<file path="src/hw/rtl/kce_pkg.sv">
// Shared constants and types for the keyframe curve evaluator.
`timescale 1ns / 1ps
package kce_pkg;

	localparam int MAX_KEYS  = 16;
	localparam int KEY_IDX_W = $clog2(MAX_KEYS);
	localparam int COUNT_W   = 5;
	localparam int TIME_W    = 17;
	localparam int LANE_W    = 16;
	localparam int VALUE_W   = 3 * LANE_W;
	localparam int OP_W      = 2;
	localparam int S_DATA_W  = 88;
	localparam int M_DATA_W  = VALUE_W;
	localparam int CFG_IDX_W = 1;

	typedef logic signed [LANE_W-1:0] lane_t;
	typedef logic [TIME_W-1:0]        key_time_t;

	typedef enum logic [OP_W-1:0] {
		OP_WRITE_TIME  = 2'd0,
		OP_WRITE_VALUE = 2'd1,
		OP_EVALUATE    = 2'd2,
		OP_NONE        = 2'd3
	} op_t;

	localparam logic [CFG_IDX_W-1:0] CFG_TIME_COUNT  = 1'b0;
	localparam logic [CFG_IDX_W-1:0] CFG_VALUE_COUNT = 1'b1;

	localparam logic [COUNT_W-1:0] COUNT_MAX = COUNT_W'(MAX_KEYS);
	localparam key_time_t          RATIO_ONE = 17'd65536;
	localparam lane_t              LANE_ONE  = 16'sd256;

endpackage

</file>
<file path="src/hw/rtl/keyframe_curve_evaluator.sv">
// Top level of the keyframe curve evaluator: sequencer, divider and shared multiplier.
`timescale 1ns / 1ps
// Piecewise linear keyframe curve. Load transactions (s_tuser = write time or
// write value) go straight into two 16-entry RAMs and leave the sequencer
// idle, so s_tready stays high. An evaluate transaction walks the key time
// RAM one entry per cycle to find the segment, runs a restoring divider one
// quotient bit per cycle for the 16-bit fraction, reads the two bounding
// values, then pushes the three lanes through one shared 17x18 multiplier
// (a multiply step and a round/saturate step per lane). A saturated fraction
// or a zero-length or reversed segment skips the divider. A ratio past the
// last key returns the last value; trivial curves skip the search and return
// 1.0 on every lane (no values) or the first value (one value or no times).
// s_tready is high only while the sequencer is idle, which it is again from
// the cycle in which the result is raised; a finished result waits in the
// final state until the output register is free. The result sits in an
// output register, so the next item is taken while a result still waits for
// m_tready. Table entries read before they were written return whatever the
// RAM holds. Key counts above 16 act as 16. Writes on the config port must
// happen while the block is idle.
module keyframe_curve_evaluator (
	input  logic                                    clk,
	input  logic                                    arst_n,
	// config: index 0 time_key_count, index 1 value_key_count
	input  logic                                    cfg_we,
	input  logic [kce_pkg::CFG_IDX_W-1:0]           cfg_index,
	input  logic [kce_pkg::COUNT_W-1:0]             cfg_data,
	// input stream
	input  logic                                    s_tvalid,
	output logic                                    s_tready,
	// tdata: key_index[3:0], key_time[20:4], key_value_x[36:21],
	//        key_value_y[52:37], key_value_z[68:53], life_ratio[85:69], zero pad
	input  logic [kce_pkg::S_DATA_W-1:0]            s_tdata,
	// tuser: operation[1:0]
	input  logic [kce_pkg::OP_W-1:0]                s_tuser,
	// output stream
	output logic                                    m_tvalid,
	input  logic                                    m_tready,
	// tdata: result_x[15:0], result_y[31:16], result_z[47:32]
	output logic [kce_pkg::M_DATA_W-1:0]            m_tdata
);

	import kce_pkg::*;

	typedef enum logic [13:0] {
		ST_IDLE   = 14'b00000000000001,
		ST_TRD0   = 14'b00000000000010, // address key time 0
		ST_TFIRST = 14'b00000000000100, // key time 0 arrives
		ST_SRCH   = 14'b00000000001000, // one key time per cycle
		ST_DIVSET = 14'b00000000010000,
		ST_DIV    = 14'b00000000100000,
		ST_VRD0   = 14'b00000001000000,
		ST_VRD1   = 14'b00000010000000,
		ST_VRD2   = 14'b00000100000000,
		ST_VONE   = 14'b00001000000000, // single value lookup
		ST_VONEW  = 14'b00010000000000,
		ST_MUL    = 14'b00100000000000,
		ST_ACC    = 14'b01000000000000,
		ST_DONE   = 14'b10000000000000
	} state_t;

	localparam logic [1:0] LANE_X = 2'd0;
	localparam logic [1:0] LANE_Y = 2'd1;
	localparam logic [1:0] LANE_Z = 2'd2;

	localparam logic signed [17:0] FRAC_ONE   = 18'sd65536;
	localparam logic signed [34:0] ROUND_HALF = 35'sd32768;

	// input fields
	op_t                  in_op;
	logic [KEY_IDX_W-1:0] in_key_index;
	key_time_t            in_key_time;
	logic [VALUE_W-1:0]   in_values;
	key_time_t            in_ratio;
	logic                 in_accept;

	assign in_op        = op_t'(s_tuser);
	assign in_key_index = s_tdata[3:0];
	assign in_key_time  = s_tdata[20:4];
	assign in_values    = s_tdata[68:21]; // z,y,x with x lowest
	assign in_ratio     = s_tdata[85:69];
	assign in_accept    = s_tvalid && s_tready;

	// control state
	state_t               state_q;
	logic [COUNT_W-1:0]   time_key_count_q;
	logic [COUNT_W-1:0]   value_key_count_q;
	logic [COUNT_W-1:0]   tc_q;
	logic [COUNT_W-1:0]   vc_q;
	logic [COUNT_W-1:0]   idx_q;
	logic [3:0]           div_cnt_q;
	logic [1:0]           lane_q;
	logic                 m_tvalid_q;

	// datapath
	key_time_t            ratio_q;
	key_time_t            t_prev_q;
	logic signed [17:0]   dur_q;
	logic [TIME_W-1:0]    abs_q;
	logic                 neg_q;
	logic [TIME_W-1:0]    rem_q;
	logic [15:0]          quo_q;
	logic signed [17:0]   frac_q;
	logic [KEY_IDX_W-1:0] v0_q;
	logic [KEY_IDX_W-1:0] v1_q;
	logic [VALUE_W-1:0]   a_q;
	logic [VALUE_W-1:0]   b_q;
	logic signed [34:0]   prod_q;
	lane_t                res_q [3];
	logic [M_DATA_W-1:0]  out_q;

	// RAMs
	key_time_t            rd_time;
	logic [VALUE_W-1:0]   rd_value;
	logic [KEY_IDX_W-1:0] vaddr;

	assign vaddr = (state_q == ST_VRD1) ? v1_q : v0_q;

	kce_ram #(.WIDTH(TIME_W), .DEPTH(MAX_KEYS)) u_time_ram (
		.clk   (clk),
		.we    (in_accept && in_op == OP_WRITE_TIME),
		.waddr (in_key_index),
		.wdata (in_key_time),
		.raddr (idx_q[KEY_IDX_W-1:0]),
		.rdata (rd_time)
	);

	kce_ram #(.WIDTH(VALUE_W), .DEPTH(MAX_KEYS)) u_value_ram (
		.clk   (clk),
		.we    (in_accept && in_op == OP_WRITE_VALUE),
		.waddr (in_key_index),
		.wdata (in_values),
		.raddr (vaddr),
		.rdata (rd_value)
	);

	// effective counts, clamped to the table size
	logic [COUNT_W-1:0] tc_eff;
	logic [COUNT_W-1:0] vc_eff;
	assign tc_eff = (time_key_count_q > COUNT_MAX) ? COUNT_MAX : time_key_count_q;
	assign vc_eff = (value_key_count_q > COUNT_MAX) ? COUNT_MAX : value_key_count_q;

	// segment search: rd_time holds key time k = idx_q - 1
	logic [COUNT_W-1:0] k_cur;
	logic [COUNT_W-1:0] k_prev;
	logic [COUNT_W-1:0] vmax;
	logic               seg_hit;
	logic               seg_last;
	logic signed [17:0] dur_d;
	logic signed [17:0] num_d;

	assign k_cur    = idx_q - COUNT_W'(1);
	assign k_prev   = idx_q - COUNT_W'(2);
	assign vmax     = vc_q - COUNT_W'(1);
	assign seg_hit  = ratio_q <= rd_time;
	assign seg_last = k_cur == tc_q - COUNT_W'(1);
	assign dur_d    = $signed({1'b0, rd_time}) - $signed({1'b0, t_prev_q});
	assign num_d    = $signed({1'b0, ratio_q}) - $signed({1'b0, t_prev_q});

	// restoring divider step
	logic [TIME_W:0]    div_r2;
	logic               div_ge;
	logic [TIME_W:0]    div_sub;
	logic [15:0]        quo_d;
	logic signed [17:0] frac_mag;

	assign div_r2   = {rem_q, 1'b0};
	assign div_ge   = div_r2 >= {1'b0, dur_q[TIME_W-1:0]};
	assign div_sub  = div_r2 - {1'b0, dur_q[TIME_W-1:0]};
	assign quo_d    = {quo_q[14:0], div_ge};
	assign frac_mag = $signed({2'b00, quo_d});

	// lane select for the shared multiplier
	lane_t a_lane;
	lane_t b_lane;
	always_comb begin
		case (lane_q)
			LANE_X: begin
				a_lane = a_q[15:0];
				b_lane = b_q[15:0];
			end
			LANE_Y: begin
				a_lane = a_q[31:16];
				b_lane = b_q[31:16];
			end
			default: begin
				a_lane = a_q[47:32];
				b_lane = b_q[47:32];
			end
		endcase
	end

	logic signed [16:0] diff;
	logic signed [34:0] prod_d;
	logic signed [34:0] rnd;
	logic signed [19:0] sum;
	lane_t              sat;

	assign diff   = $signed({b_lane[15], b_lane}) - $signed({a_lane[15], a_lane});
	assign prod_d = diff * frac_q;
	assign rnd    = prod_q + ROUND_HALF;
	assign sum    = $signed({{4{a_lane[15]}}, a_lane}) + $signed({rnd[34], rnd[34:16]});

	always_comb begin
		if (sum > 20'sd32767) begin
			sat = 16'sh7fff;
		end else if (sum < -20'sd32768) begin
			sat = 16'sh8000;
		end else begin
			sat = sum[15:0];
		end
	end

	// finished result moves into the output register
	logic out_load;
	assign out_load = (state_q == ST_DONE) && (!m_tvalid_q || m_tready);

	// control sequencer
	always_ff @(posedge clk or negedge arst_n) begin
		if (!arst_n) begin
			state_q           <= ST_IDLE;
			time_key_count_q  <= '0;
			value_key_count_q <= '0;
			tc_q              <= '0;
			vc_q              <= '0;
			idx_q             <= '0;
			div_cnt_q         <= '0;
			lane_q            <= LANE_X;
			m_tvalid_q        <= 1'b0;
		end else begin
			if (cfg_we) begin
				unique case (cfg_index)
					CFG_TIME_COUNT:  time_key_count_q  <= cfg_data;
					CFG_VALUE_COUNT: value_key_count_q <= cfg_data;
					default: ;
				endcase
			end

			if (out_load) begin
				m_tvalid_q <= 1'b1;
			end else if (m_tvalid_q && m_tready) begin
				m_tvalid_q <= 1'b0;
			end

			unique case (state_q)
				ST_IDLE: begin
					if (in_accept && in_op == OP_EVALUATE) begin
						tc_q  <= tc_eff;
						vc_q  <= vc_eff;
						idx_q <= '0;
						if (vc_eff == '0) begin
							state_q <= ST_DONE;
						end else if (vc_eff == COUNT_W'(1) || tc_eff == '0) begin
							state_q <= ST_VONE;
						end else begin
							state_q <= ST_TRD0;
						end
					end
				end
				ST_TRD0: begin
					idx_q   <= COUNT_W'(1);
					state_q <= ST_TFIRST;
				end
				ST_TFIRST: begin
					if (tc_q == COUNT_W'(1)) begin
						state_q <= ST_VONE;
					end else begin
						idx_q   <= COUNT_W'(2);
						state_q <= ST_SRCH;
					end
				end
				ST_SRCH: begin
					if (seg_hit) begin
						state_q <= ST_DIVSET;
					end else if (seg_last) begin
						state_q <= ST_VONE;
					end else begin
						idx_q <= idx_q + COUNT_W'(1);
					end
				end
				ST_DIVSET: begin
					div_cnt_q <= '0;
					if (dur_q <= 18'sd0 || abs_q >= dur_q[TIME_W-1:0]) begin
						state_q <= ST_VRD0;
					end else begin
						state_q <= ST_DIV;
					end
				end
				ST_DIV: begin
					div_cnt_q <= div_cnt_q + 4'd1;
					if (div_cnt_q == 4'd15) begin
						state_q <= ST_VRD0;
					end
				end
				ST_VRD0:  state_q <= ST_VRD1;
				ST_VRD1:  state_q <= ST_VRD2;
				ST_VRD2: begin
					lane_q  <= LANE_X;
					state_q <= ST_MUL;
				end
				ST_VONE:  state_q <= ST_VONEW;
				ST_VONEW: state_q <= ST_DONE;
				ST_MUL:   state_q <= ST_ACC;
				ST_ACC: begin
					lane_q <= lane_q + 2'd1;
					if (lane_q == LANE_Z) begin
						state_q <= ST_DONE;
					end else begin
						state_q <= ST_MUL;
					end
				end
				ST_DONE: begin
					// wait for the output register to free up
					if (out_load) begin
						state_q <= ST_IDLE;
					end
				end
				default: state_q <= ST_IDLE;
			endcase
		end
	end

	// datapath registers
	always_ff @(posedge clk) begin
		case (state_q)
			ST_IDLE: begin
				ratio_q <= (in_ratio > RATIO_ONE) ? RATIO_ONE : in_ratio;
				v0_q    <= '0;
				res_q[0] <= LANE_ONE;
				res_q[1] <= LANE_ONE;
				res_q[2] <= LANE_ONE;
			end
			ST_TFIRST: begin
				t_prev_q <= rd_time;
				v0_q     <= vmax[KEY_IDX_W-1:0];
			end
			ST_SRCH: begin
				t_prev_q <= rd_time;
				dur_q    <= dur_d;
				neg_q    <= num_d[17];
				abs_q    <= num_d[17] ? 17'(-num_d) : num_d[TIME_W-1:0];
				if (seg_hit) begin
					v0_q <= (k_prev < vmax) ? k_prev[KEY_IDX_W-1:0] : vmax[KEY_IDX_W-1:0];
					v1_q <= (k_cur < vmax) ? k_cur[KEY_IDX_W-1:0] : vmax[KEY_IDX_W-1:0];
				end else begin
					v0_q <= vmax[KEY_IDX_W-1:0];
				end
			end
			ST_DIVSET: begin
				rem_q <= abs_q;
				quo_q <= '0;
				if (dur_q <= 18'sd0) begin
					frac_q <= '0;
				end else begin
					// |ratio - t0| >= duration saturates at plus or minus one
					frac_q <= neg_q ? -FRAC_ONE : FRAC_ONE;
				end
			end
			ST_DIV: begin
				rem_q  <= div_ge ? div_sub[TIME_W-1:0] : div_r2[TIME_W-1:0];
				quo_q  <= quo_d;
				frac_q <= neg_q ? -frac_mag : frac_mag;
			end
			ST_VRD1: a_q <= rd_value;
			ST_VRD2: b_q <= rd_value;
			ST_VONEW: begin
				res_q[0] <= rd_value[15:0];
				res_q[1] <= rd_value[31:16];
				res_q[2] <= rd_value[47:32];
			end
			ST_MUL: prod_q <= prod_d;
			ST_ACC: res_q[lane_q] <= sat;
			ST_DONE: begin
				if (out_load) begin
					out_q <= {res_q[2], res_q[1], res_q[0]};
				end
			end
			default: ;
		endcase
	end

	assign s_tready = state_q == ST_IDLE;
	assign m_tvalid = m_tvalid_q;
	assign m_tdata  = out_q;

	// a new result only comes out of the final state
	a_result_from_done: assert property (@(posedge clk) disable iff (!arst_n)
		$rose(m_tvalid_q) |-> $past(state_q == ST_DONE))
		else $error("result raised outside the final state");

	// divider remainder always stays below the divisor
	a_div_rem: assert property (@(posedge clk) disable iff (!arst_n)
		state_q == ST_DIV |-> rem_q < dur_q[TIME_W-1:0])
		else $error("divider remainder out of range");

	// blend fraction lies within [-1.0, 1.0]
	a_frac_range: assert property (@(posedge clk) disable iff (!arst_n)
		state_q == ST_MUL |-> (frac_q <= FRAC_ONE && frac_q >= -FRAC_ONE))
		else $error("fraction out of range");

	// the finished result is not overwritten while it waits
	a_out_hold: assert property (@(posedge clk) disable iff (!arst_n)
		(state_q == ST_DONE && m_tvalid_q && !m_tready) |=> state_q == ST_DONE)
		else $error("pending result overwritten");

endmodule

</file>
<file path="src/hw/rtl/kce_ram.sv">
// Generic single write, single read RAM with registered read data.
`timescale 1ns / 1ps
module kce_ram #(
	parameter int WIDTH = 16,
	parameter int DEPTH = 16
) (
	input  logic                     clk,
	input  logic                     we,
	input  logic [$clog2(DEPTH)-1:0] waddr,
	input  logic [WIDTH-1:0]         wdata,
	input  logic [$clog2(DEPTH)-1:0] raddr,
	output logic [WIDTH-1:0]         rdata
);

	logic [WIDTH-1:0] mem [DEPTH];

	always_ff @(posedge clk) begin
		if (we) begin
			mem[waddr] <= wdata;
		end
		rdata <= mem[raddr];
	end

endmodule

</file>
<file path="config.mk">
export PLATFORM = sky130hd
export DESIGN_NAME = keyframe_curve_evaluator
export DESIGN_NICKNAME = d
export VERILOG_FILES = /design/src/hw/rtl/kce_pkg.sv /design/src/hw/rtl/keyframe_curve_evaluator.sv /design/src/hw/rtl/kce_ram.sv
export SDC_FILE = /design/constraint.sdc
export NUM_CORES = 2
export LEC_CHECK = 0
export ABC_AREA = 1
export BUFFER_PORTS_ARGS = -buffer_cell sky130_fd_sc_hd__buf_4
export CAP_MARGIN = 15
export CORE_UTILIZATION = 55
export CTS_BUF_LIST = sky130_fd_sc_hd__clkbuf_4
export CTS_CLUSTER_DIAMETER = 200
export DETAILED_ROUTE_END_ITERATION = 10
export GPL_TIMING_DRIVEN = 0
export PLACE_DENSITY_LB_ADDON = 0.08
export SLEW_MARGIN = 40
export SYNTH_ARGS = -nofsm -noshare
export SYNTH_HDL_FRONTEND = slang
export SYNTH_SLANG_ARGS = --single-unit
</file>
<file path="constraint.sdc">
create_clock -name clk -period 8.48 [get_ports clk]
set_input_delay 0 -clock clk [delete_from_list [all_inputs] [get_ports clk]]
set_output_delay 0 -clock clk [all_outputs]
set_load 0.05 [all_outputs]
</file>
* After elaboration in Yosys (flattened, before gate mapping)
Memory sizes are Yosys's and may differ from the RTL's. A register that Yosys moved wholly into a read port is not among the register bits. Cells that the tools add are included.
Storage, ports and cells: RAM bits 1088, logic and storage cells 168, register bits 305, input bits 101, memories 3
Memory list:
- u_value_ram.mem | words 16, width 48, rd ports 1, clocked after memory_dff 1, write ports 1, line kce_ram.sv:15 | logic [WIDTH-1:0] mem [DEPTH];
- u_time_ram.mem | words 16, width 17, rd ports 1, clocked after memory_dff 1, write ports 1, line kce_ram.sv:15
- res_q | words 3, width 16, rd ports 3, clocked after memory_dff 3, write ports 3, line keyframe_curve_evaluator.sv:108 | lane_t res_q [3];
Cells by class: multiplexer cells 55, order comparisons 11, reduce and logical (&&, ||, !) cells 28, multipliers 1, add/subtract/negate cells 15, equal/unequal tests 29, bitwise operators 4
Operators with widths (number):
- $pmux W14 S14 | 1
- $mux W14 | 7
- $mux W16 | 6
- $pmux W16 S2 | 2
- $mux W18 | 3
- $pmux W18 S2 | 1
- $sub A17 B17 Y18 | 2
- $add A35 B17 Y35 const B | 1
- $mul A17 B18 Y35 | 1
- $mux W17 | 2
- $pmux W17 S2 | 1
- $mux W5 | 6
- $pmux W15 S2 | 1
- $add A16 B19 Y20 | 1
- $gt A20 B16 Y1 const B | 1
- $lt A20 B16 Y1 const B | 1
- $mux W10 | 2
- $pmux W5 S4 | 1
- $ge A18 B17 Y1 | 1
- $le A18 B1 Y1 const B | 1
- $neg A16 Y18 | 1
- $ge A17 B17 Y1 | 1
- $gt A17 B17 Y1 const B | 1
- $le A17 B17 Y1 | 1
- other kinds (54) | 97

* Depth between registers and ports, before layout
word-level depth 8, mapped depth 44, depth with buffers taken out 40

* Cells and area by module
Synthesis repeated with hierarchy kept, for this count alone.
Second synthesis, totals: cells, all modules 7998, area total of the unflattened synthesis 79095.9 sq um
Modules (own cells, without submodules):
- kce_ram (u_value_ram) | seq. area each 24023.0 sq um, area each 33988.8 sq um, cells an instance 3165, instances 1
- keyframe_curve_evaluator | seq. area each 11332.1 sq um, area each 33079.2 sq um, cells an instance 3694, instances 1
- kce_ram (u_time_ram) | seq. area each 8508.2 sq um, area each 12027.8 sq um, cells an instance 1139, instances 1

* Worst setup path after synthesis
OpenSTA, ideal clock, no wires.
path type flip-flop to flip-flop, from reg lane_q[0], to reg prod_q[32], data pin, slack 0.457 ns, library setup time 0.252 ns, cell stages (with the launch flop) 40, required time 8.228 ns, arrival 7.771 ns, cells stage by stage dfrtp_1 inv_1 ha_1 buf_6 clkbuf_1 clkbuf_1 clkbuf_1 nand2_1 nand3_1 ha_1 inv_1 nor3_1 a21oi_1 or2_2 nand2_1 a21oi_1 inv_1 or2_2 [4 not listed] fa_1 inv_1 fa_1 fa_1 fa_1 fa_1 inv_1 fa_1 inv_1 ha_1 a21oi_1 inv_1 a31oi_1 o21ai_0 a311oi_1 nand2_1 nand2_1 nand2_1
On the way: word-level cells in the longest chain between the ends 4, elaborated cells between the ends (all ways) 6
RTL lines:
- start: declaration | line keyframe_curve_evaluator.sv:91 | logic [1:0] lane_q;
- start signal: assignment | line keyframe_curve_evaluator.sv:304 | lane_q <= lane_q + 2'd1;
- $eq A2 B1 Y1 / $logic_not A2 Y1 (equally long branches) | line keyframe_curve_evaluator.sv:176 | case (lane_q)
- $pmux W16 S2 | line keyframe_curve_evaluator.sv:176
- $sub A16 B16 Y17 * | line keyframe_curve_evaluator.sv:198 | assign diff = $signed({b_lane[15], b_lane}) - $signed({a_lane[15], a_lane});
- $mul A17 B18 Y35 * | line keyframe_curve_evaluator.sv:199 | assign prod_d = diff * frac_q;
- named net prod_d[32] | line keyframe_curve_evaluator.sv:193 | logic signed [34:0] prod_d;
- end signal: assignment | line keyframe_curve_evaluator.sv:370 | ST_MUL: prod_q <= prod_d;
- end: declaration | line keyframe_curve_evaluator.sv:107 | logic signed [34:0] prod_q;
The timed path passes the listed nets; every way through them passes the cells marked *. A chain may end at the register's enable or synchronous reset.

* Worst setup path after layout
from reg lane_q[0], to reg prod_q[29], data pin
Same word-level chain as after synthesis.

==> impl_metrics.py <==
metrics = {
    "route": {
        "drt_first_pass_iters": 6,
        "avgViaCountPerCell": 5.64,
        "drt_first_iter_violations": 6001,
        "wl_per_cell_microns": 22.4,
        "antenna_left": 0,
        "drcViolationCount": 0,
        "num_vias": 56400,
        "postRouteWirelength_microns": 224000,
    },
    "timing": {
        "clock.fmax_mhz": 121,
        "rsz0062_at_grt": "true",
        "slew_headroom_pct": 38.7,
        "worstMarginPinSlew_ns": 0.920,
        "hold_violations": 0,
        "post-route-period-util_pct": 97.3,
        "fin_skew_ns": 0.165,
        "period_minus_slack_ns": 8.25,
        "finalMaxSlewViolations": 0,
        "setup_viol": 0,
    },
    "synthesis": {
        "synth_ff_type": "edfxtp_1",
        "synth_seq_cells": 1490,
        "syn_area_sq_um": 76100,
        "synth_edf_count": 1379,
        "async_flop_share_pct": 3.09,
        "syn_avg_cell_area_sq_um": 10.9,
        "synth.distinct_cells": 75,
        "synth_nets": 7647,
        "seq_area_frac_synth_pct": 57.6,
        "synthCells": 7007,
        "yosysWarningCount": 0,
    },
    "floorplanning": {
        "initial_utilization_pct": 55.4,
        "ios": 151,
        "die_w_microns": 374,
        "rows": 136,
        "core-area_sq_um": 137000,
        "die_y_microns": 374,
        "die-area_sq_um": 140000,
    },
    "setup_path": {
        "reg2reg_slack_ns": 0.23,
        "cp_max_fo": 10,
        "slowest_stage": "fa_1",
        "crit_path_end_kind": "flop",
        "path_depth": 40,
        "worst_setup_path_start_kind": "flop",
        "worst-endpoint-required_ns": 9.54,
        "reg2reg_to": "prod_q[29]$_DFFE_PP_",
        "critical-path-max-stage-delay_ns": 0.54,
        "path_class": "reg2reg",
        "cp_common_cell": "nand2_1",
        "critPathCapture": "prod_q[29]$_DFFE_PP_",
        "reg2regPathDepth": 40,
        "setup.worst_path.start": "lane_q[0]$_DFFE_PN0P_",
        "r2r_start": "lane_q[0]$_DFFE_PN0P_",
        "critPathBufInv": 11,
        "critPathTopFamily": "adder cells",
        "cp.arrival_ns": 9.31,
    },
    "place": {
        "place.gp.congestion": 0.916,
        "dpl_cell_area_sq_um": 81400,
        "dp.final_hpwl_microns": 160000,
        "port_buffers": 148,
        "place_inst": 9030,
    },
    "cts": {
        "cts_root_buf": "clkbuf_4",
        "numCtsBuffers": 391,
        "path_clk_slew_ns": 0.06,
        "cts_sinks": 1490,
        "clk_latency_ns": 1.38,
        "clockBufferDepth": 4,
        "h-tree-depth": 5,
        "cts_tree": "done",
    },
    "layout": {
        "fill_cells": 10800,
        "utilization_pct": 65.6,
        "drive_above_1_share_pct": 15.6,
        "area_growth_pct": 18.3,
        "finalNonFillerCells": 9986,
        "nNetsFinal": 8535,
        "seqCellArea_sq_um": 43900,
        "multi_input_area_sq_um": 27900,
        "stdcell_area_sq_um": 90000,
    },
    "grt": {
        "grt_pass1_vias": 55200,
        "grt_max_degree": 47,
        "grt_usage_pct": 31.8,
        "grt-ovfl-total": 0,
        "grt_pass1_wl_microns": 331000,
        "antenna_found_initial": 17,
    },
    "flow_run": {
        "maxCapViolations": 0,
    },
    "pwr": {
        "pwr_density_cell_nw_per_um2": 256,
        "ir_drop_v": 0.000213,
        "p_leak_nw": 37.4,
    },
    "worst_hold_path": {
        "holdCritPathClass": "in2reg",
    },
    "run_status": {
        "status": "finished clean",
    },
}
[layout by cell type (no fill, tap or decap), types with 109 or more instances in the layout]
cell type,instances
nor2_1,429
o21ai_0,517
o211ai_1,109
buf_4,192
ha_1,200
clkbuf_4,596
nand3_1,320
inv_1,1109
a21oi_1,445
nand2_1,1026
edfxtp_1,1379
dlygate4sd3_1,230
clkbuf_1,167
fa_1,307
[cells in the mapped netlist (87+ instances only)]
cell type  count  area share, %
xor2_1        87            1.0
nor2_1       474            2.3
a21oi_1      474            3.1
inv_1       1127            5.6
nand2_1     1054            5.2
edfxtp_1    1379             54
o21ai_0      525            3.5
ha_1         224            3.7
nand3_1      334            2.2
fa_1         315            8.3
o211ai_1     109            1.1
clkbuf_1     191           0.94
[per-stage QoR]
stage               hold slack (ns)  setup TNS (ns)  setup WS, ns  power [mW]
floorplan                    -0.296               0         0.457        13.7
global placement             0.0525          -28.12         -1.73        16.5
detailed placement           0.0567          -28.52         -1.73        16.7
CTS                          0.0316               0       0.00408        23.0
global route                  0.144          -0.106       -0.0468        24.2
finish                        0.190               0         0.229        23.1
[routing by layer]
layer	vias up	wire (microns)	track usage, %
met5	-	110	0
li1	25800	-	-
met4	14	8460	12.5
met1	27100	90000	43.1
met2	2856	104000	50.5
met3	522	21300	6.65
[power by group]
group / leakage, nW / switching [mW] / internal, mW / total, mW
registers: 13.7 / 0.445 / 8.77 / 9.22
clock network: 2.96 / 2.90 / 3.32 / 6.22
logic: 20.8 / 5.42 / 2.23 / 7.64
[cells by family (layout without fill, tap and decap cells)]
kind of cell / Yosys count / in the layout / share of synthesized area [%]
simple gates: 2056 / 2056 / 11.4
mux: 1 / 1 / 0.0132
xor+xnor: 126 / 126 / 1.47
compound gates: 1363 / 1363 / 10.2
flops: 1490 / 1490 / 57.6
fa+ha+maj: 539 / 539 / 12.0
buf+inv: 1432 / 2606 / 7.27
other cells: 0 / 11 / 0
[tightest hold or removal path, cell delays in order]
cell           delay (ns)
dlygate4sd3_1        0.52
buf_4                0.10
dlygate4sd3_1        0.54
inv_1                0.11
o21ai_0              0.17
[cell type report]
cell class | count | share of cell area, %
clock inverters | 84 | 0.502
diodes | 11 | 0.0306
clock buffers | 595 | 4.96
inverters | 1144 | 4.80
flip-flops and latches | 1490 | 48.7
multi-input cells | 4085 | 31.0
repair buffers | 495 | 5.98
well taps | 1794 | 2.49
plain buffers | 288 | 1.56
[sequential cells by signal, indices dropped and copies added (netlist names), 17 cells and up]
| name | cells |
|---|---|
| ratio_q | 17 |
| b_q | 48 |
| u_time_ram.mem | 272 |
| prod_q | 20 |
| rem_q | 17 |
| u_value_ram.mem | 768 |
| a_q | 48 |
| frac_q | 17 |
| m_tdata | 48 |
| u_time_ram.rdata | 17 |
| t_prev_q | 17 |
| u_value_ram.rdata | 48 |
| res_q | 48 |
| abs_q | 17 |
| dur_q | 18 |
[repair_timing]
item                                    4_1_cts  5_1_grt
pin swaps                                     9       40
hold buffers                                231        0
resized for setup                           134      137
endpoints found under the setup margin       20       19
buffers inserted                             10       25
hold endpoints to repair                   2222        0
[worst min path at each step]
| stage | start | to | slack, ns | cells past startpoint |
|---|---|---|---|---|
| floorplan | arst_n | div_cnt_q[0]$_DFFE_PN0P_ | -0.30 | 0 |
| global placement | arst_n | idx_q[3]$_DFFE_PN0P_ | 0.05 | 1 |
| detailed placement | arst_n | idx_q[3]$_DFFE_PN0P_ | 0.06 | 1 |
| CTS | s_tdata[85] | ratio_q[16]$_SDFFCE_PN1P_ | 0.03 | 4 |
| global route | cfg_data[3] | time_key_count_q[3]$_DFFE_PN0P_ | 0.14 | 5 |
| finish | cfg_data[2] | value_key_count_q[2]$_DFFE_PN0P_ | 0.19 | 5 |
Power figures use the tool's default switching activity.
